`src/rtl/sqvg_pkg.sv`:
```
// package: shared constants, types, sine table and lookup functions for the sprite quad generator
`timescale 1ns / 1ps
`default_nettype none
package sqvg_pkg;

  // quarter-wave sine table size (entries 0..SINE_TABLE_DEPTH)
  localparam int SINE_TABLE_DEPTH = 256;
  localparam int IDX_W            = $clog2(SINE_TABLE_DEPTH + 1);
  localparam int SCALED_W         = 14 + IDX_W;

  // fixed-point constants
  localparam longint unsigned HALF_PI_Q30 = 64'd1686629713;
  localparam int              ONE_Q15     = 32768;
  // (0.5 in Q16.16) << 8 plus the half-up rounding bit of the Q.24 offset
  localparam logic signed [40:0] POS_BIAS_Q24 = 41'sd8388736;

  // vertices per sprite
  localparam int VERTS_PER_SPRITE = 6;
  localparam int STEP_W           = 3;
  localparam logic [STEP_W-1:0] LAST_STEP = STEP_W'(VERTS_PER_SPRITE - 1);

  typedef enum logic [1:0] {
    CORNER_BL = 2'd0,
    CORNER_BR = 2'd1,
    CORNER_TR = 2'd2,
    CORNER_TL = 2'd3
  } corner_e;

  typedef logic [15:0] sine_tab_t [0:SINE_TABLE_DEPTH];

  // one sprite after the multiply stage, as held in the queue
  typedef struct packed {
    logic signed [31:0] pos_x;
    logic signed [31:0] pos_y;
    logic signed [32:0] cos_sx;
    logic signed [32:0] sin_sy;
    logic signed [32:0] sin_sx;
    logic signed [32:0] cos_sy;
    logic [15:0]        tex_u;
    logic [15:0]        tex_v;
    logic [15:0]        tex_w;
    logic [15:0]        tex_h;
    logic [31:0]        rgba;
  } job_t;

  // quarter sine series in Q30, rounded to Q1.15; evaluated at elaboration only
  function automatic sine_tab_t build_sine_tab();
    sine_tab_t   tab;
    logic [63:0] x;
    logic [63:0] x2;
    logic [63:0] term;
    longint      sum;
    for (int i = 0; i <= SINE_TABLE_DEPTH; i++) begin
      x    = (HALF_PI_Q30 * 64'(i)) / 64'(SINE_TABLE_DEPTH);
      x2   = (x * x) >> 30;
      term = x;
      sum  = longint'(x);
      for (int k = 1; k <= 9; k++) begin
        term = ((term * x2) >> 30) / 64'((2 * k) * (2 * k + 1));
        if ((k & 1) == 1) begin
          sum = sum - longint'(term);
        end else begin
          sum = sum + longint'(term);
        end
      end
      if (sum < 0) begin
        sum = 0;
      end
      sum = (sum + 64'sd16384) >>> 15;
      if (sum > longint'(ONE_Q15)) begin
        sum = longint'(ONE_Q15);
      end
      tab[i] = 16'(sum);
    end
    return tab;
  endfunction

  localparam sine_tab_t SINE_TAB = build_sine_tab();

  // signed Q1.15 sine of a binary angle, from the quarter-wave table
  function automatic logic signed [16:0] sine_q15(input logic [15:0] angle);
    logic [SCALED_W-1:0] scaled;
    logic [IDX_W-1:0]    idx;
    logic [16:0]         mag;
    scaled = SCALED_W'(angle[13:0]) * SCALED_W'(SINE_TABLE_DEPTH);
    idx    = scaled[SCALED_W-1:14];
    if (angle[14]) begin
      idx = IDX_W'(SINE_TABLE_DEPTH) - idx;
    end
    mag = {1'b0, SINE_TAB[idx]};
    return angle[15] ? -$signed(mag) : $signed(mag);
  endfunction

  // corner emitted at each step of a sprite
  function automatic corner_e corner_of(input logic [STEP_W-1:0] step);
    corner_e c;
    case (step)
      3'd0:    c = CORNER_BL;
      3'd1:    c = CORNER_BR;
      3'd2:    c = CORNER_TR;
      3'd3:    c = CORNER_TR;
      3'd4:    c = CORNER_TL;
      3'd5:    c = CORNER_BL;
      default: c = CORNER_BL;
    endcase
    return c;
  endfunction

endpackage
`default_nettype wire

```
`src/rtl/sqvg_queue.sv`:
```
// two-entry queue of prepared sprites between front and back end
`timescale 1ns / 1ps
`default_nettype none
module sqvg_queue (
  input  wire logic            clk_i,
  input  wire logic            rst_ni,
  input  wire logic            push_valid_i,
  output logic                 push_ready_o,
  input  wire sqvg_pkg::job_t  push_job_i,
  output logic                 pop_valid_o,
  input  wire logic            pop_ready_i,
  output sqvg_pkg::job_t       pop_job_o
);
  import sqvg_pkg::*;

  job_t       mem_q [2];
  logic       wr_ptr_q, wr_ptr_d;
  logic       rd_ptr_q, rd_ptr_d;
  logic [1:0] count_q, count_d;
  logic       push, pop;

  assign push_ready_o = (count_q != 2'd2);
  assign pop_valid_o  = (count_q != 2'd0);
  assign pop_job_o    = mem_q[rd_ptr_q];

  assign push = push_valid_i && push_ready_o;
  assign pop  = pop_valid_o && pop_ready_i;

  // pointer and fill bookkeeping
  always_comb begin
    wr_ptr_d = push ? !wr_ptr_q : wr_ptr_q;
    rd_ptr_d = pop ? !rd_ptr_q : rd_ptr_q;
    count_d  = count_q;
    if (push && !pop) begin
      count_d = count_q + 2'd1;
    end else if (pop && !push) begin
      count_d = count_q - 2'd1;
    end
  end

  always_ff @(posedge clk_i or negedge rst_ni) begin
    if (!rst_ni) begin
      wr_ptr_q <= 1'b0;
      rd_ptr_q <= 1'b0;
      count_q  <= 2'd0;
    end else begin
      wr_ptr_q <= wr_ptr_d;
      rd_ptr_q <= rd_ptr_d;
      count_q  <= count_d;
    end
  end

  // entry storage
  always_ff @(posedge clk_i) begin
    if (push) begin
      mem_q[wr_ptr_q] <= push_job_i;
    end
  end

endmodule
`default_nettype wire

```
`config.mk`:
```
export PLATFORM = sky130hd
export DESIGN_NAME = sqvg_queue
export DESIGN_NICKNAME = d
export VERILOG_FILES = /design/src/rtl/sqvg_pkg.sv /design/src/rtl/sqvg_queue.sv
export SDC_FILE = /design/constraint.sdc
export NUM_CORES = 1
export LEC_CHECK = 0
export BUFFER_PORTS_ARGS = -buffer_cell sky130_fd_sc_hd__clkbuf_2
export CAP_MARGIN = 20
export CORE_AREA = 2 2 227 229
export CTS_BUF_LIST = sky130_fd_sc_hd__clkbuf_16
export DETAILED_ROUTE_END_ITERATION = 6
export DIE_AREA = 0 0 229 231
export PLACE_DENSITY = 0.67
export SYNTH_ARGS = -nofsm -noshare
export SYNTH_HDL_FRONTEND = slang
export SYNTH_SLANG_ARGS = --single-unit
```
`constraint.sdc`:
```
create_clock -name clk_i -period 40.3 [get_ports clk_i]
set_input_delay 6.045 -clock clk_i [delete_from_list [all_inputs] [get_ports clk_i]]
set_output_delay 6.045 -clock clk_i [all_outputs]
set_load 0.05 [all_outputs]
```
==> flow_summary.yaml, run 1 <==
die:
  die_w_um: 229
  core_region_area_um2: 50700
  rows: 83
  io_pins: 590
  die_y_um: 231
  dieArea_um2: 52900
  initial_core_util_pct: 44.3
clocking:
  cts_tree: "yes"
  h-tree-depth: 2
  clk_latency_ps: 590
  ctsHoldBuffers: 0
  cts_made_buffers: 58
  cts_root_buf: "clkbuf_16"
  cts.clk_slew.worst_paths_ps: 60
  clockBufferDepth: 3
  cts_sinks: 588
  post_cts_buffers: 0
  postCtsResizedCells: 0
drt:
  dr.first_iter.drc_count: 665
  dr.pass1.iters: 4
  viasPerCell: 4.80
  wirelength_um: 47500
  wl_per_cell_um: 20.8
  detail-route-antenna-nets: 0
  vias: 10900
  drc: 0
setup_path:
  critPathLaunch: "rd_ptr_q$_DFFE_PN0P_"
  critPathKind: "register to output pin"
  end_kind: "output pin"
  r2r-start: "count_q[0]$_DFFE_PN0P_"
  cp_slowest_stage_delay_ps: 1110
  timing.critical_path.mode_cell: "buf_4"
  required_ps: 34260
  critPathLaunchType: "register"
  crit_buf_inv: 3
  critPathTopFamily: "buffers and inverters"
  worstPathArrival_ps: 4200
  cp_slowest_cell: "dfrtp_4"
  crit_chain: "buf_4, buf_4, mux2_4, clkbuf_2"
  crit_fanout: 60
cells_and_area:
  fin_nets: 1848
  area_delta_synth_final_pct: 23.4
  drive_above_1_share_pct: 60.5
  fillers: 4049
  utilization_pct: 54.6
  postLayoutCellArea_um2: 27700
sta:
  tns_ps: 0
  finalHoldViolations: 0
  max_freq_ghz: 0.0976
  rsz0062_at_grt: "false"
  skew_ps: 9.15
  slew_headroom_pct: 21.9
  tightest_slew_ps: 1170
  min_period_over_period_pct: 25.4
  period_minus_slack_ps: 10250
  finalSetupViolCount: 0
  drv_slew: 0
  fin_hold_ws_ps: 500
global_routing:
  grt_first_pass_wirelength_um: 68300
  antenna_found_initial: 8
  grt_pass1_vias: 11400
  grt_max_degree: 173
  overflow: 0
  gr-usage-all-layers_pct: 17.4
synth:
  yosys-top-cells-area: "edfxtp_1, mux2_4, mux2_2, buf_6, buf_8"
  synth_nets: 1224
  synth-seq-cells: 588
  synth-main-ff-cell: "edfxtp_1"
  avgSynthCellArea_um2: 24.2
  synth_common_cells: "edfxtp_1, mux2_4, mux2_2, buf_6, buf_8"
  synth_edf_count: 584
  yosysSeqAreaShare_pct: 78.6
  synth_cell_type_count: 17
  netlist_area_um2: 22400
  synth_top_area_share_pct: 78.1
  yosys.area.top_type: "edfxtp_1"
  ys_warn_count: 0
  yosysMostFrequentCell: "edfxtp_1"
  synth_cells: 927
  async_flop_share_pct: 0.680
power:
  p_clk_share_pct: 20.0
  switchingPower_mw: 1.00
  p_int_mw: 1.44
  pwr-share-comb_pct: 43.5
  switching_share_pct: 41.0
  total_power_mw: 2.44
  ir_drop_uv: 59.9
  power.density_nw_per_um2: 88.1
  leakage_nw: 11.2
  seqPwrFrac_pct: 36.4
hold_path:
  hp-start: "count_q[1]$_DFFE_PN0P_"
  hold_class: "register to register"
placed_design:
  place_area_um2: 25900
  dp_hpwl_um: 32900
  gp_congestion: 0.839
  io_buffer_count: 589
outcome:
  status: "finished clean"
run:
  drv_cap: 0
-- cells by family (layout without fill, tap and decap cells) --
kind of cell | Yosys count | after routing | synth area share (%)
mux | 292 | 292 | 19.2
simple gates | 7 | 7 | 0.151
xor+xnor | 5 | 5 | 0.195
buf+inv | 34 | 701 | 1.84
other cells | 0 | 6 | 0
flops | 588 | 588 | 78.6
fa+ha+maj | 1 | 1 | 0.0557
-- flip-flops by register name, indices dropped and copies added, names as in the netlist --
name / cells
mem_q: 584
count_q: 2
rd_ptr_q: 1
wr_ptr_q: 1
-- metal layers --
layer	track usage (%)	share of wire [%]
met5	0	0.055
met4	8.54	4.7
met3	6.74	8.6
met2	29.7	51
met1	18.9	36
-- cells in the final DEF, fill, tap and decap left out --
cell type,n
clkbuf_2,589
edfxtp_1,584
mux2_4,270
clkbuf_16,61
mux2_2,22
clkinv_1,18
inv_1,15
clkinv_2,7
diode_2,6
buf_4,5
xnor2_1,3
dfrtp_1,3
buf_12,3
nand2_1,2
xor2_1,2
nand2b_1,1
or2_2,1
and3_4,1
nor2_4,1
nor2_1,1
ha_1,1
bufinv_16,1
clkinv_4,1
inv_6,1
dfrtp_4,1
-- final timing paths --
path,endpoint,slack [ps],cells after the start
setup / recovery,pop_job_o[70],30050,4
hold / removal,count_q[1]$_DFFE_PN0P_,500,1
setup reg to reg,mem_q[0][7]$_DFFE_PP_,37460,5
hold reg to reg,count_q[1]$_DFFE_PN0P_,500,1
max in group asynchronous,rd_ptr_q$_DFFE_PN0P_,34910,1
min in group asynchronous,count_q[1]$_DFFE_PN0P_,5250,1
-- power groups by stage --
stage | sequential (mW) | combinational [mW] | clock, mW
after floorplan | 0.934 | 0.899 | 0
after global placement | 0.898 | 1.07 | 0
after detailed placement | 0.904 | 1.07 | 0
after CTS | 0.892 | 1.07 | 0.503
after global routing | 0.901 | 1.10 | 0.525
final | 0.889 | 1.06 | 0.489
-- through the flow --
stage          setup WS, ps  cells
4_1_cts               29920   2274
2_1_floorplan         21100    927
3_3_place_gp          30660   2171
6_report              30050   2280
3_5_place_dp          30600   2171
5_1_grt               29780   2280
-- layout make-up --
| cell class | instances | area (um2) | area share, % |
|---|---|---|---|
| inverter | 1 | 3.75 | 0.0136 |
| multi-input combinational | 305 | 4400 | 15.9 |
| clock buffer | 61 | 1530 | 5.51 |
| tap | 680 | 851 | 3.07 |
| clock inverter | 42 | 203 | 0.732 |
| antenna | 6 | 15.0 | 0.0542 |
| sequential | 588 | 17600 | 63.7 |
| timing repair buffer | 597 | 3050 | 11.0 |
No activity file was read; power rests on OpenSTA's default activity.
==> inputs of run 2 (changes only) <==
--- a/config.mk
+++ b/config.mk
@@ -7,11 +7,11 @@
 export LEC_CHECK = 0
 export BUFFER_PORTS_ARGS = -buffer_cell sky130_fd_sc_hd__clkbuf_2
 export CAP_MARGIN = 20
-export CORE_AREA = 2 2 227 229
+export CORE_AREA = 2 2 226 228
 export CTS_BUF_LIST = sky130_fd_sc_hd__clkbuf_16
 export DETAILED_ROUTE_END_ITERATION = 6
-export DIE_AREA = 0 0 229 231
-export PLACE_DENSITY = 0.67
+export DIE_AREA = 0 0 228 230
+export PLACE_DENSITY = 0.7
 export SYNTH_ARGS = -nofsm -noshare
 export SYNTH_HDL_FRONTEND = slang
 export SYNTH_SLANG_ARGS = --single-unit
==> constraint.sdc (replaced) <==
create_clock -name clk_i -period 8.46 [get_ports clk_i]
set_input_delay 1.269 -clock clk_i [delete_from_list [all_inputs] [get_ports clk_i]]
set_output_delay 1.269 -clock clk_i [all_outputs]
set_load 0.05 [all_outputs]
==> flow_summary.yaml, run 2 (synthesized netlist as in run 1, its figures left out) <==
power:
  power.density_nw_per_um2: 420
  total_power_mw: 11.6
  leakage_nw: 11.2
  ir_drop_uv: 312
cells_and_area:
  reg_top3: "mem_q x584, count_q x2"
  largest_register_ffs: 584
  area_delta_synth_final_pct: 23.4
  postLayoutCellArea_um2: 27700
  utilization_pct: 55.5
  final_common_cell: "clkbuf_2"
  fin_nets: 1848
  regMostFlops: "mem_q"
  mostFrequentLayoutCells: "clkbuf_2, edfxtp_1, mux2_4"
  drive_above_1_share_pct: 60.6
sta:
  finalHoldViolations: 0
  tightest_slew_ps: 1180
  fin_hold_ws_ps: 488
  slew_headroom_pct: 21.6
  max_freq_ghz: 0.219
  min_period_over_period_pct: 54.0
  period_minus_slack_ps: 4560
  skew_ps: 21.8
  rsz0062_at_grt: "false"
  drv_slew: 0
  tns_ps: 0
  finalSetupViolCount: 0
clocking:
  clockBufferDepth: 3
  postCtsResizedCells: 0
  clk_latency_ps: 590
  h-tree-depth: 2
  ctsHoldBuffers: 0
  cts_sinks: 588
  cts_tree: "yes"
  cts_made_buffers: 58
  cts.clk_slew.worst_paths_ps: 60
  cts_root_buf: "clkbuf_16"
  post_cts_buffers: 0
drt:
  dr.pass1.iters: 5
  wl_per_cell_um: 20.9
  drc: 0
  wirelength_um: 47500
  detail-route-antenna-nets: 0
  dr.first_iter.drc_count: 575
  vias: 10800
  viasPerCell: 4.78
placed_design:
  io_buffer_count: 589
  dp_hpwl_um: 32700
  place_area_um2: 26000
  gp_congestion: 0.878
setup_path:
  r2r-start: "count_q[0]$_DFFE_PN0P_"
  required_ps: 7190
  critPathKind: "register to output pin"
  end_kind: "output pin"
  r2r_cells: 5
  worstPathArrival_ps: 3300
  regToRegSetupSlack_ps: 5490
  crit-reg2reg-capture: "mem_q[0][170]$_DFFE_PP_"
  critPathLaunchType: "register"
  crit_fanout: 126
hold_path:
  hold_class: "primary input to async pin"
global_routing:
  gr-usage-met2_pct: 29.8
  grt_pass1_vias: 11300
  grt.busiest_layer: "met2"
  grt_max_degree: 145
  antenna_found_initial: 6
  overflow: 0
  met3_usage_pct: 6.87
  grtUsageMet1_pct: 20.0
  gr-usage-all-layers_pct: 17.5
  grt_first_pass_wirelength_um: 68800
die:
  rows: 82
  die_y_um: 230
  core_region_area_um2: 49900
  die_w_um: 228
  initial_core_util_pct: 45.0
  dieArea_um2: 52400
  io_pins: 590
outcome:
  status: "finished clean"
run:
  drv_cap: 0
[run 2: routing by layer]
layer  wire length (um)  vias to the layer above
met4               1360                        8
met1              17400                     5359
li1                   -                     4966
met2              24000                      424
met5                 56                        -
met3               4580                       89
[run 2: stage by stage]
step                instances  setup WS [ps]
CTS                      2268           3720
finish                   2270           3900
global route             2270           3680
detailed placement       2162           4380
floorplan                 927           2290
global placement         2162           4400
[run 2: how the worst max path moves through the flow]
| stage | from | endpoint | slack, ps | cells past startpoint |
|---|---|---|---|---|
| 6_report | rd_ptr_q$_DFFE_PN0P_ | pop_job_o[171] | 3900 | 4 |
| 5_1_grt | rd_ptr_q$_DFFE_PN0P_ | pop_job_o[114] | 3680 | 4 |
| 2_1_floorplan | push_valid_i | mem_q[0][0]$_DFFE_PP_ | 2290 | 2 |
| 4_1_cts | rd_ptr_q$_DFFE_PN0P_ | pop_job_o[78] | 3720 | 4 |
| 3_5_place_dp | rd_ptr_q$_DFFE_PN0P_ | pop_job_o[78] | 4380 | 4 |
| 3_3_place_gp | rd_ptr_q$_DFFE_PN0P_ | pop_job_o[81] | 4400 | 4 |
[run 2: area by class of cell]
type	count	area, um2
clock inverter	47	235
sequential	588	17600
tap	672	841
timing repair buffer	597	3090
clock buffer	59	1480
multi-input combinational	305	4400
inverter	1	3.75
fill	3826	22200
antenna	1	2.50
[run 2: worst max-delay path: stages (launching register included)]
cell and delay (ps):
dfrtp_4 810, buf_12 620, buf_4 580, mux2_4 350
clkbuf_2 240
[run 2: power breakdown]
| group | total [mW] | internal [mW] | switching, mW |
|---|---|---|---|
| clock | 2.31 | 1.29 | 1.02 |
| combinational | 5.13 | 1.56 | 3.57 |
| sequential | 4.19 | 3.99 | 0.194 |
| total | 11.6 | 6.83 | 4.79 |
==> inputs of run 3 (changes only) <==
--- a/config.mk
+++ b/config.mk
@@ -7,11 +7,11 @@
 export LEC_CHECK = 0
 export BUFFER_PORTS_ARGS = -buffer_cell sky130_fd_sc_hd__clkbuf_2
 export CAP_MARGIN = 20
-export CORE_AREA = 2 2 226 228
+export CORE_AREA = 2 2 228 230
 export CTS_BUF_LIST = sky130_fd_sc_hd__clkbuf_16
 export DETAILED_ROUTE_END_ITERATION = 6
-export DIE_AREA = 0 0 228 230
-export PLACE_DENSITY = 0.7
+export DIE_AREA = 0 0 230 232
+export PLACE_DENSITY = 0.67
 export SYNTH_ARGS = -nofsm -noshare
 export SYNTH_HDL_FRONTEND = slang
 export SYNTH_SLANG_ARGS = --single-unit
==> constraint.sdc (replaced) <==
create_clock -name clk_i -period 4.4 [get_ports clk_i]
set_input_delay 0.66 -clock clk_i [delete_from_list [all_inputs] [get_ports clk_i]]
set_output_delay 0.66 -clock clk_i [all_outputs]
set_load 0.05 [all_outputs]
==> flow_summary.yaml, run 3 (synthesized netlist as in run 1, its figures left out) <==
outcome:
  status: "finished clean"
drt:
  detail-route-antenna-nets: 0
  wl_per_cell_um: 21.2
  vias: 11100
  dr.pass1.iters: 5
  wirelength_um: 49100
  dr.first_iter.drc_count: 632
  viasPerCell: 4.81
  drc: 0
global_routing:
  grt_max_degree: 110
  antenna_found_initial: 10
  gr-usage-all-layers_pct: 17.7
  grt_first_pass_wirelength_um: 70600
  overflow: 0
  grt_pass1_vias: 11400
clocking:
  postCtsResizedCells: 0
  clk_latency_ps: 600
  clockBufferDepth: 3
  post_cts_buffers: 0
  cts_made_buffers: 57
  cts_tree: "yes"
  cts.clk_slew.worst_paths_ps: 60
  cts_sinks: 588
  cts_root_buf: "clkbuf_16"
  h-tree-depth: 2
sta:
  period_minus_slack_ps: 3310
  tns_ps: 0
  setup_ws_ps: 1090
  finalSetupViolCount: 0
  skew_ps: 20.7
  tightest_slew_ps: 1060
  finalHoldViolations: 0
  drv_slew: 0
  max_freq_ghz: 0.302
  min_period_over_period_pct: 75.2
  rsz0062_at_grt: "false"
  slew_headroom_pct: 29.1
power:
  switching_share_pct: 40.0
  ir_drop_uv: 568
  pwr-share-comb_pct: 42.9
  p_clk_share_pct: 22.6
  seqPwrFrac_pct: 34.6
  switchingPower_mw: 9.32
  p_int_mw: 14.0
  power.density_nw_per_um2: 823
  leakage_nw: 11.5
cells_and_area:
  multi_input_area_um2: 4420
  seqCellArea_um2: 17600
  largest_register_ffs: 584
  drive_above_1_share_pct: 61.9
  mostFrequentLayoutCells: "clkbuf_2, edfxtp_1, mux2_4"
  utilization_pct: 55.7
  area_delta_synth_final_pct: 26.2
  final_common_cell: "clkbuf_2"
  fin_nets: 1875
  regMostFlops: "mem_q"
  reg_top3: "mem_q x584, count_q x2"
  fillers: 3926
setup_path:
  crit_chain: "buf_12, mux2_4, clkbuf_2"
  cp_slowest_cell: "dfrtp_4"
  worstPathArrival_ps: 2650
  r2r-start: "count_q[0]$_DFFE_PN0P_"
  critPathLaunch: "rd_ptr_q$_DFFE_PN0P_"
  critPathKind: "register to output pin"
  end_kind: "output pin"
  crit_fanout: 74
  cp_slowest_stage_delay_ps: 850
  required_ps: 3740
  critPathLaunchType: "register"
die:
  dieArea_um2: 53400
  initial_core_util_pct: 44.1
  core_region_area_um2: 50900
  die_y_um: 232
  rows: 83
  io_pins: 590
  die_w_um: 230
placed_design:
  io_buffer_count: 589
  gp_congestion: 0.861
  place_ws_ps: 1680
  dp_hpwl_um: 35500
hold_path:
  hp-start: "push_job_i[243]"
  hold_class: "primary input to register"
run:
  drv_cap: 0
==> run 3: worst max-delay path, delay by kind of cell (launching register included) <==
kind,cells,cell delay [ps]
mux,1,350
buf+inv,2,740
flops,1,850
==> run 3: through the flow <==
step                      instances  power (mW)  area [um2]  hold WS [ps]
after floorplan                 927        16.4       22500           364
after global placement         2198        18.1       26200           476
after detailed placement       2198        18.3       26200           481
after CTS                      2307        23.6       28300           204
after global routing           2313        24.1       28300           215
final                          2314        23.3       28300           245
==> run 3: area by class of cell <==
cell class / instances / area share [%]
Sequential cell: 588 / 62.3
Multi-Input combinational cell: 305 / 15.6
Timing Repair Buffer: 625 / 11.8
Clock buffer: 59 / 5.21
Tap cell: 680 / 3.00
Clock inverter: 49 / 2.06
Antenna cell: 7 / 0.0618
Inverter: 1 / 0.0133
==> run 3: repair_timing <==
item / in CTS / in global routing
hold buffers: 1 / 0
hold endpoints to repair: 4 / 0
setup endpoints to repair: 0 / 0
==> run 3: final timing paths <==
| check | to | slack [ps] | cells past startpoint |
|---|---|---|---|
| max | pop_job_o[129] | 1090 | 3 |
| min | mem_q[1][243]$_DFFE_PP_ | 250 | 1 |
| max reg2reg | mem_q[1][121]$_DFFE_PP_ | 2020 | 3 |
| min reg2reg | count_q[0]$_DFFE_PN0P_ | 540 | 1 |
| max in group asynchronous | rd_ptr_q$_DFFE_PN0P_ | 3770 | 2 |
| min in group asynchronous | wr_ptr_q$_DFFE_PN0P_ | 480 | 2 |
==> run 3: power by group through the flow <==
stage          registers (mW)  clock network, mW  logic, mW
6_report                 8.06               5.25       9.99
5_1_grt                  8.16               5.57       10.4
4_1_cts                  8.08               5.38       10.1
3_5_place_dp             8.19                  0       10.1
3_3_place_gp             8.14                  0       10.0
2_1_floorplan            8.18                  0       8.25
==> run 3: routing by layer <==
| metal | part of all wire [%] | wire, um | track usage [%] |
|---|---|---|---|
| met1 | 38 | 18800 | 21.2 |
| met3 | 8.2 | 4020 | 6.05 |
| met4 | 3.7 | 1840 | 7.44 |
| met5 | 0.081 | 40 | 0 |
| met2 | 50 | 24400 | 29.4 |
