===== src/rtl/sqvg_pkg.sv =====
// package: shared constants, types, sine table and lookup functions for the sprite quad generator
`timescale 1ns / 1ps
`default_nettype none
package sqvg_pkg;

  // quarter-wave sine table size (entries 0..SINE_TABLE_DEPTH)
  localparam int SINE_TABLE_DEPTH = 256;
  localparam int IDX_W            = $clog2(SINE_TABLE_DEPTH + 1);
  localparam int SCALED_W         = 14 + IDX_W;

  // fixed-point constants
  localparam longint unsigned HALF_PI_Q30 = 64'd1686629713;
  localparam int              ONE_Q15     = 32768;
  // (0.5 in Q16.16) << 8 plus the half-up rounding bit of the Q.24 offset
  localparam logic signed [40:0] POS_BIAS_Q24 = 41'sd8388736;

  // vertices per sprite
  localparam int VERTS_PER_SPRITE = 6;
  localparam int STEP_W           = 3;
  localparam logic [STEP_W-1:0] LAST_STEP = STEP_W'(VERTS_PER_SPRITE - 1);

  typedef enum logic [1:0] {
    CORNER_BL = 2'd0,
    CORNER_BR = 2'd1,
    CORNER_TR = 2'd2,
    CORNER_TL = 2'd3
  } corner_e;

  typedef logic [15:0] sine_tab_t [0:SINE_TABLE_DEPTH];

  // one sprite after the multiply stage, as held in the queue
  typedef struct packed {
    logic signed [31:0] pos_x;
    logic signed [31:0] pos_y;
    logic signed [32:0] cos_sx;
    logic signed [32:0] sin_sy;
    logic signed [32:0] sin_sx;
    logic signed [32:0] cos_sy;
    logic [15:0]        tex_u;
    logic [15:0]        tex_v;
    logic [15:0]        tex_w;
    logic [15:0]        tex_h;
    logic [31:0]        rgba;
  } job_t;

  // quarter sine series in Q30, rounded to Q1.15; evaluated at elaboration only
  function automatic sine_tab_t build_sine_tab();
    sine_tab_t   tab;
    logic [63:0] x;
    logic [63:0] x2;
    logic [63:0] term;
    longint      sum;
    for (int i = 0; i <= SINE_TABLE_DEPTH; i++) begin
      x    = (HALF_PI_Q30 * 64'(i)) / 64'(SINE_TABLE_DEPTH);
      x2   = (x * x) >> 30;
      term = x;
      sum  = longint'(x);
      for (int k = 1; k <= 9; k++) begin
        term = ((term * x2) >> 30) / 64'((2 * k) * (2 * k + 1));
        if ((k & 1) == 1) begin
          sum = sum - longint'(term);
        end else begin
          sum = sum + longint'(term);
        end
      end
      if (sum < 0) begin
        sum = 0;
      end
      sum = (sum + 64'sd16384) >>> 15;
      if (sum > longint'(ONE_Q15)) begin
        sum = longint'(ONE_Q15);
      end
      tab[i] = 16'(sum);
    end
    return tab;
  endfunction

  localparam sine_tab_t SINE_TAB = build_sine_tab();

  // signed Q1.15 sine of a binary angle, from the quarter-wave table
  function automatic logic signed [16:0] sine_q15(input logic [15:0] angle);
    logic [SCALED_W-1:0] scaled;
    logic [IDX_W-1:0]    idx;
    logic [16:0]         mag;
    scaled = SCALED_W'(angle[13:0]) * SCALED_W'(SINE_TABLE_DEPTH);
    idx    = scaled[SCALED_W-1:14];
    if (angle[14]) begin
      idx = IDX_W'(SINE_TABLE_DEPTH) - idx;
    end
    mag = {1'b0, SINE_TAB[idx]};
    return angle[15] ? -$signed(mag) : $signed(mag);
  endfunction

  // corner emitted at each step of a sprite
  function automatic corner_e corner_of(input logic [STEP_W-1:0] step);
    corner_e c;
    case (step)
      3'd0:    c = CORNER_BL;
      3'd1:    c = CORNER_BR;
      3'd2:    c = CORNER_TR;
      3'd3:    c = CORNER_TR;
      3'd4:    c = CORNER_TL;
      3'd5:    c = CORNER_BL;
      default: c = CORNER_BL;
    endcase
    return c;
  endfunction

endpackage
`default_nettype wire


===== src/rtl/sqvg_vertex_if.sv =====
// interface: vertex output channel with valid/ready handshake
`timescale 1ns / 1ps
`default_nettype none
interface sqvg_vertex_if;
  logic               valid;
  logic               ready;
  logic signed [31:0] vert_x;
  logic signed [31:0] vert_y;
  logic [16:0]        vert_u;
  logic [16:0]        vert_v;
  logic [31:0]        vert_rgba;
  logic [1:0]         corner;
  logic               last;

  modport source (
    output valid, vert_x, vert_y, vert_u, vert_v, vert_rgba, corner, last,
    input  ready
  );
  modport sink (
    input  valid, vert_x, vert_y, vert_u, vert_v, vert_rgba, corner, last,
    output ready
  );
endinterface
`default_nettype wire


===== src/rtl/sqvg_back.sv =====
// back end: corner sequencer, rotated offsets, rounding, saturation and output register
`timescale 1ns / 1ps
`default_nettype none
module sqvg_back (
  input  wire logic            clk_i,
  input  wire logic            rst_ni,
  input  wire logic            job_valid_i,
  output logic                 job_pop_o,
  input  wire sqvg_pkg::job_t  job_i,
  sqvg_vertex_if.source        vertex_o
);
  import sqvg_pkg::*;

  logic [STEP_W-1:0] step_q, step_d;
  logic              vb_q, vb_d;
  logic              vo_q, vo_d;
  logic              adv_o, adv_b, load;

  // corner stage registers
  logic signed [33:0] rot_x_q, rot_y_q;
  logic signed [31:0] pos_xb_q, pos_yb_q;
  logic [16:0]        u_b_q, v_b_q;
  logic [31:0]        rgba_b_q;
  corner_e            corner_b_q;
  logic               last_b_q;

  // output registers
  logic signed [31:0] vx_q, vy_q;
  logic [16:0]        u_o_q, v_o_q;
  logic [31:0]        rgba_o_q;
  corner_e            corner_o_q;
  logic               last_o_q;

  corner_e            cur_corner;
  logic               right, top;
  logic signed [33:0] term_cx, term_sy, term_sx, term_cy;
  logic signed [40:0] tot_x, tot_y;

  // stall chain back from the vertex channel
  assign adv_o     = !vo_q || vertex_o.ready;
  assign adv_b     = !vb_q || adv_o;
  assign load      = adv_b && job_valid_i;
  assign job_pop_o = load && (step_q == LAST_STEP);

  assign vb_d = adv_b ? job_valid_i : vb_q;
  assign vo_d = adv_o ? vb_q : vo_q;

  always_comb begin
    step_d = step_q;
    if (load) begin
      step_d = (step_q == LAST_STEP) ? '0 : step_q + STEP_W'(1);
    end
  end

  always_ff @(posedge clk_i or negedge rst_ni) begin
    if (!rst_ni) begin
      step_q <= '0;
      vb_q   <= 1'b0;
      vo_q   <= 1'b0;
    end else begin
      step_q <= step_d;
      vb_q   <= vb_d;
      vo_q   <= vo_d;
    end
  end

  // signed offset terms for the current corner
  assign cur_corner = corner_of(step_q);
  assign right      = (cur_corner == CORNER_BR) || (cur_corner == CORNER_TR);
  assign top        = (cur_corner == CORNER_TR) || (cur_corner == CORNER_TL);
  assign term_cx    = right ? 34'(job_i.cos_sx) : -34'(job_i.cos_sx);
  assign term_sy    = top   ? 34'(job_i.sin_sy) : -34'(job_i.sin_sy);
  assign term_sx    = right ? 34'(job_i.sin_sx) : -34'(job_i.sin_sx);
  assign term_cy    = top   ? 34'(job_i.cos_sy) : -34'(job_i.cos_sy);

  always_ff @(posedge clk_i) begin
    if (load) begin
      rot_x_q    <= term_cx - term_sy;
      rot_y_q    <= term_sx + term_cy;
      pos_xb_q   <= job_i.pos_x;
      pos_yb_q   <= job_i.pos_y;
      u_b_q      <= 17'(job_i.tex_u) + (right ? 17'(job_i.tex_w) : 17'd0);
      v_b_q      <= 17'(job_i.tex_v) + (top ? 17'(job_i.tex_h) : 17'd0);
      rgba_b_q   <= job_i.rgba;
      corner_b_q <= cur_corner;
      last_b_q   <= (step_q == LAST_STEP);
    end
  end

  // translate in Q.24, round half up to Q16.16
  assign tot_x = (41'(pos_xb_q) <<< 8) + 41'(rot_x_q) + POS_BIAS_Q24;
  assign tot_y = (41'(pos_yb_q) <<< 8) + 41'(rot_y_q) + POS_BIAS_Q24;

  function automatic logic signed [31:0] sat32(input logic signed [32:0] v);
    logic signed [31:0] r;
    if (v[32] != v[31]) begin
      r = v[32] ? 32'sh8000_0000 : 32'sh7fff_ffff;
    end else begin
      r = v[31:0];
    end
    return r;
  endfunction

  always_ff @(posedge clk_i) begin
    if (adv_o && vb_q) begin
      vx_q       <= sat32(tot_x[40:8]);
      vy_q       <= sat32(tot_y[40:8]);
      u_o_q      <= u_b_q;
      v_o_q      <= v_b_q;
      rgba_o_q   <= rgba_b_q;
      corner_o_q <= corner_b_q;
      last_o_q   <= last_b_q;
    end
  end

  assign vertex_o.valid     = vo_q;
  assign vertex_o.vert_x    = vx_q;
  assign vertex_o.vert_y    = vy_q;
  assign vertex_o.vert_u    = u_o_q;
  assign vertex_o.vert_v    = v_o_q;
  assign vertex_o.vert_rgba = rgba_o_q;
  assign vertex_o.corner    = corner_o_q;
  assign vertex_o.last      = last_o_q;

endmodule
`default_nettype wire


===== src/flat_wrapper.sv =====
// flat-port wrapper written by rule: the top's interface ports become plain ports
module sqvg_back_flat import sqvg_pkg::*;
  (clk_i, rst_ni, job_valid_i, job_pop_o, job_i, vertex_o_valid, vertex_o_vert_x, vertex_o_vert_y, vertex_o_vert_u, vertex_o_vert_v, vertex_o_vert_rgba, vertex_o_corner, vertex_o_last, vertex_o_ready);
  sqvg_vertex_if vertex_o_i ();
  input  wire logic clk_i;
  input  wire logic rst_ni;
  input  wire logic job_valid_i;
  output logic job_pop_o;
  input  wire sqvg_pkg::job_t job_i;
  output wire logic [$bits(vertex_o_i.valid)-1:0] vertex_o_valid;
  output wire logic [$bits(vertex_o_i.vert_x)-1:0] vertex_o_vert_x;
  output wire logic [$bits(vertex_o_i.vert_y)-1:0] vertex_o_vert_y;
  output wire logic [$bits(vertex_o_i.vert_u)-1:0] vertex_o_vert_u;
  output wire logic [$bits(vertex_o_i.vert_v)-1:0] vertex_o_vert_v;
  output wire logic [$bits(vertex_o_i.vert_rgba)-1:0] vertex_o_vert_rgba;
  output wire logic [$bits(vertex_o_i.corner)-1:0] vertex_o_corner;
  output wire logic [$bits(vertex_o_i.last)-1:0] vertex_o_last;
  input wire logic [$bits(vertex_o_i.ready)-1:0] vertex_o_ready;
  assign vertex_o_valid = vertex_o_i.valid;
  assign vertex_o_vert_x = vertex_o_i.vert_x;
  assign vertex_o_vert_y = vertex_o_i.vert_y;
  assign vertex_o_vert_u = vertex_o_i.vert_u;
  assign vertex_o_vert_v = vertex_o_i.vert_v;
  assign vertex_o_vert_rgba = vertex_o_i.vert_rgba;
  assign vertex_o_corner = vertex_o_i.corner;
  assign vertex_o_last = vertex_o_i.last;
  assign vertex_o_i.ready = vertex_o_ready;
  sqvg_back u_core (.clk_i(clk_i), .rst_ni(rst_ni), .job_valid_i(job_valid_i), .job_pop_o(job_pop_o), .job_i(job_i), .vertex_o(vertex_o_i));
endmodule

===== config.mk =====
export PLATFORM = sky130hd
export DESIGN_NAME = sqvg_back_flat
export DESIGN_NICKNAME = d
export VERILOG_FILES = /design/src/rtl/sqvg_pkg.sv /design/src/rtl/sqvg_vertex_if.sv /design/src/rtl/sqvg_back.sv /design/src/flat_wrapper.sv
export SDC_FILE = /design/constraint.sdc
export NUM_CORES = 1
export LEC_CHECK = 0
export BUFFER_PORTS_ARGS = -buffer_cell sky130_fd_sc_hd__buf_2
export CAP_MARGIN = 10
export CORE_MARGIN = 1
export CORE_UTILIZATION = 41
export CTS_CLUSTER_DIAMETER = 100
export CTS_CLUSTER_SIZE = 24
export DETAILED_ROUTE_END_ITERATION = 8
export HOLD_SLACK_MARGIN = 0.08
export SYNTH_ARGS = -nofsm -noshare
export SYNTH_HDL_FRONTEND = slang
export SYNTH_SLANG_ARGS = --single-unit

===== constraint.sdc =====
create_clock -name clk_i -period 12.5 [get_ports clk_i]
set_clock_uncertainty 0.15 [all_clocks]
set_input_delay 1.875 -clock clk_i [delete_from_list [all_inputs] [get_ports clk_i]]
set_output_delay 1.875 -clock clk_i [all_outputs]
set_load 0.02 [all_outputs]

==> results of run 1 <==
how the worst max path moves through the flow:
stage / from / to / cells past startpoint
6_report: job_i[198] / u_core.rot_x_q[33] / 16
5_1_grt: u_core.step_q[0] / u_core.rot_y_q[33] / 18
4_1_cts: u_core.step_q[0] / u_core.rot_y_q[33] / 18
3_5_place_dp: job_i[198] / u_core.rot_x_q[33] / 16
3_3_place_gp: job_i[132] / u_core.rot_y_q[33] / 22
2_1_floorplan: vertex_o_ready / u_core.vertex_o.corner[0] / 2
logic make-up after synthesis:
group	count (synthesis)	share of synthesized area (%)
fa+ha+maj	240	14.50
compound gates	489	14.75
mux	4	0.1981
simple gates	469	11.24
buf+inv	93	1.777
flops	325	46.70
xor+xnor	256	10.83
flip-flops by register name, indices dropped and copies added, names as in the netlist:
name                       cells
u_core.vertex_o.corner         2
u_core.corner_b_q              2
u_core.vertex_o.vert_rgba     32
u_core.rot_y_q                27
u_core.rot_x_q                27
u_core.vertex_o.vert_u        17
u_core.v_b_q                  17
u_core.vb_q                    1
u_core.vertex_o.vert_x        32
u_core.vertex_o.valid          1
u_core.vertex_o.vert_y        32
u_core.pos_yb_q               32
u_core.rgba_b_q               32
u_core.step_q                  3
u_core.vertex_o.vert_v        17
u_core.u_b_q                  17
u_core.pos_xb_q               32
u_core.last_b_q                1
u_core.vertex_o.last           1
layout make-up:
type,count,area share [%]
inverters,59,0.9355
diodes,17,0.1738
well taps,672,3.435
repair buffers,437,9.007
clock buffers,22,2.162
multi-input cells,1458,44.02
clock inverters,9,0.4959
flip-flops and latches,325,39.77
synthesized netlist by cell type, drive strengths merged, types with 5 or more instances:
master / n / share of area, %
edfxtp: 320 / 46
ha: 229 / 14
a21oi: 159 / 3.8
xnor2: 158 / 6.7
nor2: 112 / 2.0
o21ai: 110 / 2.6
nand2: 109 / 2.0
xor2: 98 / 4.1
a21o: 63 / 2.3
inv: 59 / 1.1
and2: 42 / 1.3
nor3: 37 / 0.89
nand3: 36 / 0.86
o31ai: 33 / 1.2
nor2b: 28 / 0.85
or3: 24 / 0.72
clkbuf: 23 / 0.41
a31oi: 17 / 0.51
and3: 17 / 0.52
nand2b: 16 / 0.48
o21bai: 16 / 0.58
o211ai: 14 / 0.50
nor4: 12 / 0.39
o41ai: 12 / 0.50
a211oi: 11 / 0.40
buf: 11 / 0.30
nand4: 10 / 0.30
o21a: 9 / 0.32
or2: 9 / 0.27
a221oi: 7 / 0.32
maj3: 7 / 0.37
a41oi: 6 / 0.25
a31o: 5 / 0.21
dfrtp: 5 / 0.60
or4: 5 / 0.18
placed cells by master (no fill, tap or decap), types with 57 or more instances in the layout:
| cell type | count |
|---|---|
| buf_2 | 430 |
| a21oi_1 | 158 |
| nand2_1 | 108 |
| xnor2_1 | 156 |
| xor2_1 | 98 |
| a21o_1 | 60 |
| nor2_1 | 109 |
| inv_1 | 57 |
| edfxtp_1 | 320 |
| ha_1 | 229 |
| o21ai_0 | 98 |
routing by layer:
metal / track usage [%] / up-vias / share of wire, %
met3: 4.982 / 64 / 7.3
li1: - / 7884 / -
met1: 29.06 / 7497 / 46
met5: 0 / - / 0.20
met2: 32.84 / 481 / 45
met4: 5.694 / 18 / 1.7
through the flow:
step	utilization, %	std cells	setup slack (ps)	hold WS, ps
detailed placement	47.40	2951	5893	254.5
CTS	48.70	2982	6469	257.7
finish	48.79	2999	6422	269.8
global placement	47.40	2951	5902	250.2
floorplan	-	1876	3902	250.3
global route	48.78	2997	5943	279.8
==> results by group, run 1 <==
Logic synthesis
  • Ys flop type: edfxtp_1
  • Syn nets: 2405
  • Mapped Cells: 1876
  • #FFs+latches synth: 325
  • Synth unique cells: 79
  • Syn_area_per_cell: 11.11 µm²
  • Post-synth EDFFs: 320
  • Sequential element share of the synthesized area: 46.70%
  • Synth Cell Area: 20840 µm²
  • Async S/R FF share, synth: 1.538%
  • Ys Warns: 0

Timing
  • Final Cycle Share: 48.63%
  • Setup violators final: 0
  • Fin. Hold Viols: 0
  • Final setup TNS: 0 ps
  • RSZ-0062 raised after global routing: no
  • Period minus WS final: 6078 ps
  • Max-slew violations: 0
  • Slew headroom: 27.73%
  • F_max: 164.5 MHz
  • Worst-Margin Slew: 1084 ps

Placement
  • Cell Area, Placed: 23780 µm²
  • PortBufs: 430
  • Routability cong.: 0.9267
  • Dpl hpwl: 44650 µm

Worst setup path
  • Slowest-stage cell, CP: nor4_1
  • WS Path Type: input port to flop
  • Worst reg-to-reg path cell count: 19
  • Worst Setup Start Kind: input port
  • Reg2reg setup slack: 6450 ps
  • Reg2reg end: u_core.rot_x_q[33]
  • CP Buf/Inv Count: 1
  • Critical path, cell by cell: buf_2, nor4_1, nand2_1, nor3b_1, nor2_1, xor2_1, ha_1, a21o_1, a31oi_1, o211ai_1, a221oi_1, o31ai_1, a41oi_1, o21bai_1, o41a_1, nand4_1
  • CP delay by family, top: compound AO/OA/AOI/OAI gates
  • Critical Path AT: 6360 ps
  • Crit-path max FO: 4
  • Reg-to-reg startpoint: u_core.step_q[0]
  • Worst stage delay on the critical path: 700 ps
  • Critical path required time: 12780 ps
  • CP Capture Type: flop

Clock tree
  • Post-CTS Setup Bufs: 0
  • Htree depth: 1
  • CTS tree: yes
  • Skew-Pair Late Insertion Delay: 560 ps
  • Clock transition at path regs: 100 ps
  • CTS Hold Buffers Added: 0
  • Clock Sink Count: 325
  • Root buf cell: clkbuf_16
  • CTS Buf Count: 20
  • Clock tree buffer depth: 3
  • Post-CTS Resized: 0

Hold path
  • HP Class: flop to flop
  • Hold depth: 0
  • Worst Hold Endpoint: u_core.vertex_o.vert_u[0]
  • Hold Path Origin: u_core.u_b_q[0]

Floorplan
  • Full die area: 51750 µm²
  • Num ports: 431
  • Initial cell density of the core: 41.55%
  • Core box area: 50170 µm²
  • Die height: 227.5 µm
  • FP Rows: 82
  • Die Wd: 227.5 µm

Global route
  • GRT Overall Usage: 21.03%
  • Global-route wire length before repair: 83800 µm
  • Vias in the first global route: 15164
  • Largest net degree at the start of global routing: 133
  • Initial antenna violation count: 33
  • Remaining Overflow, GRT: 0

Cells and area
  • Layout cells sized above 1: 22.03%
  • Register area: 9734 µm²
  • Multi-input gate area: 10770 µm²
  • Area growth syn-to-layout: 17.42%
  • Filler cells: 4662
  • Final net count: 2830
  • Final instance area: 24480 µm²

Routing
  • Final ANT Viol Nets: 0
  • 1st-pass router iterations: 6
  • DRC errors left: 0
  • Routed wire length: 55950 µm
  • DR iter-0 viols: 897
  • Avg Vias per Cell: 5.316
  • Routed WL per cell: 18.66 µm
  • Vias after detailed routing: 15944

Run status
  • Status: finished clean

Job
  • # Max-Cap Violations: 0
Power of run 1 is not shown: default switching activity piles up to over one toggle a cycle in this logic, so the estimate is an artifact.
==> run 2, diff against run 1 <==
==> constraint.sdc (replaced) <==
create_clock -name clk_i -period 5.8 [get_ports clk_i]
set_clock_uncertainty 0.15 [all_clocks]
set_input_delay 0.87 -clock clk_i [delete_from_list [all_inputs] [get_ports clk_i]]
set_output_delay 0.87 -clock clk_i [all_outputs]
set_load 0.02 [all_outputs]
==> run 2 against run 1 <==
Sequential share of layout area fell by 0.12 points. Register-to-register slack got worse by 6000 ps. Global-route usage down 0.95 points. Hold slack lost 7.9 ps. Critical path type is now flop to flop. Largest cell class unchanged.
==> results by group, run 2 (same netlist as run 1, synthesis figures left out) <==
Run status
  • Status: finished clean

Job
  • # Max-Cap Violations: 0 (unchanged)

Timing
  • Worst-Margin Slew: 831.9 ps (-252.2 ps)
  • Setup violators final: 0 (unchanged)
  • Final Cycle Share: 92.37%
  • Final setup TNS: 0 ps (unchanged)
  • Slew headroom: 43.11% (+15 points)
  • F_max: 186.7 MHz
  • Max-slew violations: 0 (unchanged)
  • Fin. Hold Viols: 0 (unchanged)
  • RSZ-0062 raised after global routing: no
  • Period minus WS final: 5357 ps

Floorplan
  • Die Wd: 227.5 µm (unchanged)
  • Num ports: 431 (unchanged)
  • Die height: 227.5 µm (unchanged)
  • Full die area: 51750 µm² (unchanged)
  • FP Rows: 82 (unchanged)
  • Core box area: 50170 µm² (unchanged)
  • Initial cell density of the core: 41.55% (unchanged)

Cells and area
  • Filler cells: 4631 (-0.66%)
  • Final net count: 2846 (+0.57%)
  • Most common cell after layout, fill and taps aside: buf_2
  • Layout cells sized above 1: 22.46% (+0.43 points)
  • Commonest non-fill, non-tap cells in the layout: 430 x buf_2, 320 x edfxtp_1, 229 x ha_1
  • Area growth syn-to-layout: 17.78%

Worst setup path
  • CP Buf/Inv Count: 2 (+1)
  • Worst reg-to-reg path cell count: 20 (+1)
  • Reg2reg end: u_core.rot_y_q[33]
  • Worst Setup Start Kind: flop
  • CP delay by family, top: compound AO/OA/AOI/OAI gates
  • Worst stage delay on the critical path: 510 ps (-190 ps)
  • Critical path required time: 5950 ps (-6830 ps)
  • Critical Path AT: 5510 ps (-850 ps)
  • WS Path Type: flop to flop
  • Critical path, cell by cell: and2_1, ha_1, nand2_1, mux2i_1, a221oi_4, buf_4, nor2_1, xor2_1, ha_1, nand4_1, a211oi_1, o211ai_1, a31oi_1, a21oi_1, buf_4, o32ai_2, o21ai_0, o21bai_1, a21oi_1, xnor2_1
  • Crit-path max FO: 11 (+7)
  • CP startpoint: u_core.step_q[0]
  • Slowest-stage cell, CP: dfrtp_1
  • CP Capture Type: flop
  • Reg2reg setup slack: 440 ps (-6010 ps)
  • Reg-to-reg startpoint: u_core.step_q[0]

Clock tree
  • Clock Sink Count: 325 (unchanged)
  • CTS Buf Count: 19 (-5.0%)
  • Skew-Pair Late Insertion Delay: 550 ps (about the same)
  • Post-CTS Setup Bufs: 0 (unchanged)
  • CTS tree: yes
  • Clock tree buffer depth: 3 (unchanged)
  • Root buf cell: clkbuf_16
  • Clock transition at path regs: 100 ps (about the same)
  • Htree depth: 1 (unchanged)

Placement
  • Dpl hpwl: 43200 µm (-3.2%)
  • PortBufs: 430 (unchanged)
  • Routability cong.: 0.9674 (+4.4%)

Global route
  • Global-route wire length before repair: 80830 µm (-3.5%)
  • Remaining Overflow, GRT: 0 (unchanged)
  • Initial antenna violation count: 33 (unchanged)
  • Vias in the first global route: 15171 (+0.046%)
  • GRT Overall Usage: 20.08% (-0.95 points)
  • Largest net degree at the start of global routing: 134 (+0.75%)

Routing
  • Routed wire length: 53930 µm (-3.6%)
  • Vias after detailed routing: 15765 (-1.1%)
  • Routed WL per cell: 17.90 µm (-4.1%)
  • DRC errors left: 0 (unchanged)
  • Avg Vias per Cell: 5.232 (-1.6%)
  • Final ANT Viol Nets: 0 (unchanged)
  • DR iter-0 viols: 845 (-5.8%)
  • 1st-pass router iterations: 5 (-1)

Hold path
  • Worst Hold Endpoint: u_core.vertex_o.corner[1]
  • HP Class: flop to flop
  • Hold Path Origin: u_core.corner_b_q[1]
  • Hold depth: 0 (unchanged)
-- run 2: cell types whose count changed in the layout (fill, tap and decap cells not counted), sizes merged --
cell | before | now
dlygate4sd3 | 0 | 1
inv | 66 | 63
clkinv | 1 | 3
clkinvlp | 0 | 1
buf | 437 | 453
clkbuf | 22 | 19
-- run 2: area by class of cell --
class | count | area [µm²] | area share (%)
multi-input cells | 1458 | 10770 | 43.88
inverters | 59 | 229.0 | 0.9326
well taps | 672 | 840.8 | 3.425
diodes | 17 | 42.54 | 0.1733
clock buffers | 19 | 475.5 | 1.937
repair buffers | 454 | 2347 | 9.561
flip-flops and latches | 325 | 9734 | 39.65
clock inverters | 9 | 107.6 | 0.4383
-- run 2: how the worst max path moves through the flow --
stage / to / slack [ps] / cells past startpoint
global route: u_core.rot_y_q[33] / 20 / 20
detailed placement: u_core.rot_y_q[33] / 360 / 22
CTS: u_core.rot_y_q[33] / 370 / 20
floorplan: u_core.step_q[1] / 170 / 6
finish: u_core.rot_y_q[33] / 440 / 20
global placement: u_core.rot_y_q[33] / 370 / 22
-- run 2: repair_timing --
item                       4_1_cts  5_1_grt
setup endpoints to repair        0        1
hold buffers                     1        0
hold endpoints to repair         5        0
resized for setup                0        1
-- run 2: metrics by stage --
step | worst slack [ps] | cell area (µm²) | hold WS (ps) | cells | utilization (%)
after global placement | 367.3 | 23910 | 250.3 | 2967 | 47.67
after detailed placement | 363.8 | 23910 | 254.5 | 2967 | 47.67
after global routing | 15.71 | 24540 | 271.7 | 3010 | 48.92
final | 442.5 | 24550 | 261.9 | 3013 | 48.94
after floorplan | 172.7 | 20850 | 250.3 | 1876 | -
after CTS | 373.0 | 24510 | 265.8 | 2996 | 48.85
-- run 2: per-layer routing --
| metal | vias to the layer above | wire length (µm) | GRT usage, % |
|---|---|---|---|
| li1 | 7905 | - | - |
| met1 | 7327 | 24290 | 26.21 |
| met2 | 414 | 24570 | 32.50 |
| met3 | 91 | 3689 | 5.034 |
| met4 | 28 | 1222 | 6.495 |
| met5 | - | 167 | 0 |
Power of run 2 is left out for the same reason.
==> run 3, diff against run 2 <==
--- a/config.mk
+++ b/config.mk
@@ -7,7 +7,8 @@
 export LEC_CHECK = 0
 export BUFFER_PORTS_ARGS = -buffer_cell sky130_fd_sc_hd__buf_2
 export CAP_MARGIN = 10
-export CORE_MARGIN = 1
+export CORE_ASPECT_RATIO = 2
+export CORE_MARGIN = 5
 export CORE_UTILIZATION = 41
 export CTS_CLUSTER_DIAMETER = 100
 export CTS_CLUSTER_SIZE = 24
==> run 3 against run 2 <==
Worst setup slack better by 66 ps. Die area is 7.7% higher. Utilization is 0.75 points lower. Via count is 0.61% higher. Sequential share of layout area is 0.24 points higher. Non-clock buffer count is 1 lower. Critical endpoint unchanged. Largest cell class unchanged. Highest routed layer unchanged.
==> results by group, run 3 (same netlist as run 1, synthesis figures left out) <==
Routing
  • 1st-pass router iterations: 6 (+1)
  • Avg Vias per Cell: 5.321 (+1.7%)
  • Vias after detailed routing: 15861 (+0.61%)
  • Final ANT Viol Nets: 0 (unchanged)
  • DR iter-0 viols: 692 (-18%)
  • Routed WL per cell: 19.12 µm (+6.8%)
  • DRC errors left: 0 (unchanged)
  • Routed wire length: 57010 µm (+5.7%)

Worst setup path
  • WS Path Type: flop to flop
  • Worst Setup Start Kind: flop
  • CP Buf/Inv Count: 0 (-2)
  • CP Capture Type: flop
  • Critical Path AT: 5430 ps (-80 ps)
  • Critical path, cell by cell: and2_1, ha_1, nand2_1, mux2i_1, a221o_2, o41ai_1, xnor2_1, ha_1, nand3_1, a211oi_1, o211ai_1, a31oi_1, a21oi_1, o32ai_2, o21ai_0, o21bai_1, a21oi_1, xnor2_1
  • Crit-path max FO: 15 (+4)
  • CP delay by family, top: compound AO/OA/AOI/OAI gates
  • Critical path required time: 5930 ps (-20 ps)
  • Slowest-stage cell, CP: dfrtp_1
  • Worst stage delay on the critical path: 520 ps (about the same)

Clock tree
  • Root buf cell: clkbuf_16
  • Clock Sink Count: 325 (unchanged)
  • Clock transition at path regs: 90 ps (about the same)
  • Htree depth: 1 (unchanged)
  • CTS Buf Count: 17 (-2)
  • CTS tree: yes
  • Skew-Pair Late Insertion Delay: 530 ps (-20 ps)
  • Clock tree buffer depth: 3 (unchanged)
  • Post-CTS Resized: 0 (unchanged)

Cells and area
  • Area growth syn-to-layout: 17.08%
  • Final net count: 2843 (-0.11%)
  • Filler cells: 4809 (+3.8%)
  • Fin cells: 2981 (-1.1%)
  • Most common cell after layout, fill and taps aside: buf_2
  • Commonest non-fill, non-tap cells in the layout: 430 x buf_2, 320 x edfxtp_1, 229 x ha_1
  • Layout cells sized above 1: 22.16% (-0.30 points)

Run status
  • Status: finished clean

Timing
  • Max-slew violations: 0 (unchanged)
  • Worst-Margin Slew: 874.2 ps (+42.34 ps)
  • Slew headroom: 41.66% (-1.5 points)
  • Setup violators final: 0 (unchanged)
  • Period minus WS final: 5292 ps (-65.95 ps)
  • RSZ-0062 raised after global routing: no
  • Final setup TNS: 0 ps (unchanged)
  • F_max: 189.0 MHz (+1.2%)
  • Fin. Hold Viols: 0 (unchanged)
  • Final Cycle Share: 91.23% (-1.1 points)

Placement
  • Routability cong.: 0.9166 (-5.3%)
  • PortBufs: 430 (unchanged)
  • DP Cell Count: 2947 (-0.67%)
  • Dpl hpwl: 47170 µm (+9.2%)

Global route
  • GRT Overall Usage: 19.90% (-0.18 points)
  • Global-route wire length before repair: 87340 µm (+8.0%)
  • Initial antenna violation count: 14 (-58%)
  • Largest net degree at the start of global routing: 134 (unchanged)
  • Vias in the first global route: 16297 (+7.4%)
  • Remaining Overflow, GRT: 0 (unchanged)

Hold path
  • HP Class: flop to flop

Floorplan
  • Num ports: 431 (unchanged)
  • Full die area: 55720 µm² (+7.7%)
  • Core box area: 50650 µm² (+0.96%)
  • Die Wd: 169.4 µm (-26%)
  • Die height: 328.9 µm (+45%)
  • Initial cell density of the core: 41.15% (-0.39 points)
  • FP Rows: 117 (+43%)

Job
  • # Max-Cap Violations: 0 (unchanged)
==> run 3: routing by layer <==
metal | GRT usage (%) | up-vias | routed length (µm)
met3 | 4.101 | 112 | 3600
li1 | - | 7890 | -
met2 | 37.59 | 450 | 30340
met4 | 9.161 | 8 | 2619
met5 | 0 | - | 59
met1 | 20.75 | 7401 | 20390
==> run 3: cell type report <==
type                            instances  area (µm²)  area share (%)
Antenna cell                           12       30.03          0.1230
Clock buffer                           17       425.4           1.743
Clock inverter                          3       17.52         0.07177
Inverter                               59       229.0          0.9382
Multi-Input combinational cell       1458       10770           44.15
Sequential cell                       325        9734           39.89
Tap cell                              654       818.3           3.353
Timing Repair Buffer                  453        2377           9.741
==> run 3: path summary, 6_finish.rpt <==
kind                                         endpoint  cells past startpoint              from  slack [ps]
setup / recovery                   u_core.rot_y_q[33]                     18  u_core.step_q[1]         510
hold / removal             u_core.vertex_o.vert_v[10]                      0  u_core.v_b_q[10]         270
setup reg to reg                   u_core.rot_y_q[33]                     18  u_core.step_q[1]         510
hold reg to reg            u_core.vertex_o.vert_v[10]                      0  u_core.v_b_q[10]         270
max in group asynchronous                 u_core.vb_q                      2            rst_ni        4830
min in group asynchronous            u_core.step_q[2]                      2            rst_ni         530
==> run 3: stage by stage <==
stage | hold slack [ps] | setup slack, ps | util [%] | cell area (µm²)
after CTS | 276.6 | 230.6 | 48.09 | 24360
final | 273.3 | 508.5 | 48.18 | 24410
after global routing | 275.1 | 23.14 | 48.15 | 24390
after floorplan | 250.3 | 172.7 | - | 20850
after global placement | 250.9 | 268.2 | 47.19 | 23900
after detailed placement | 255.2 | 245.0 | 47.19 | 23900
==> run 3: repair_timing <==
item | in CTS | in global routing
setup endpoints to repair | 0 | 7
hold buffers | 1 | 0
hold endpoints to repair | 5 | 0
setup buffers | 0 | 1
Power of run 3 is left out for the same reason.
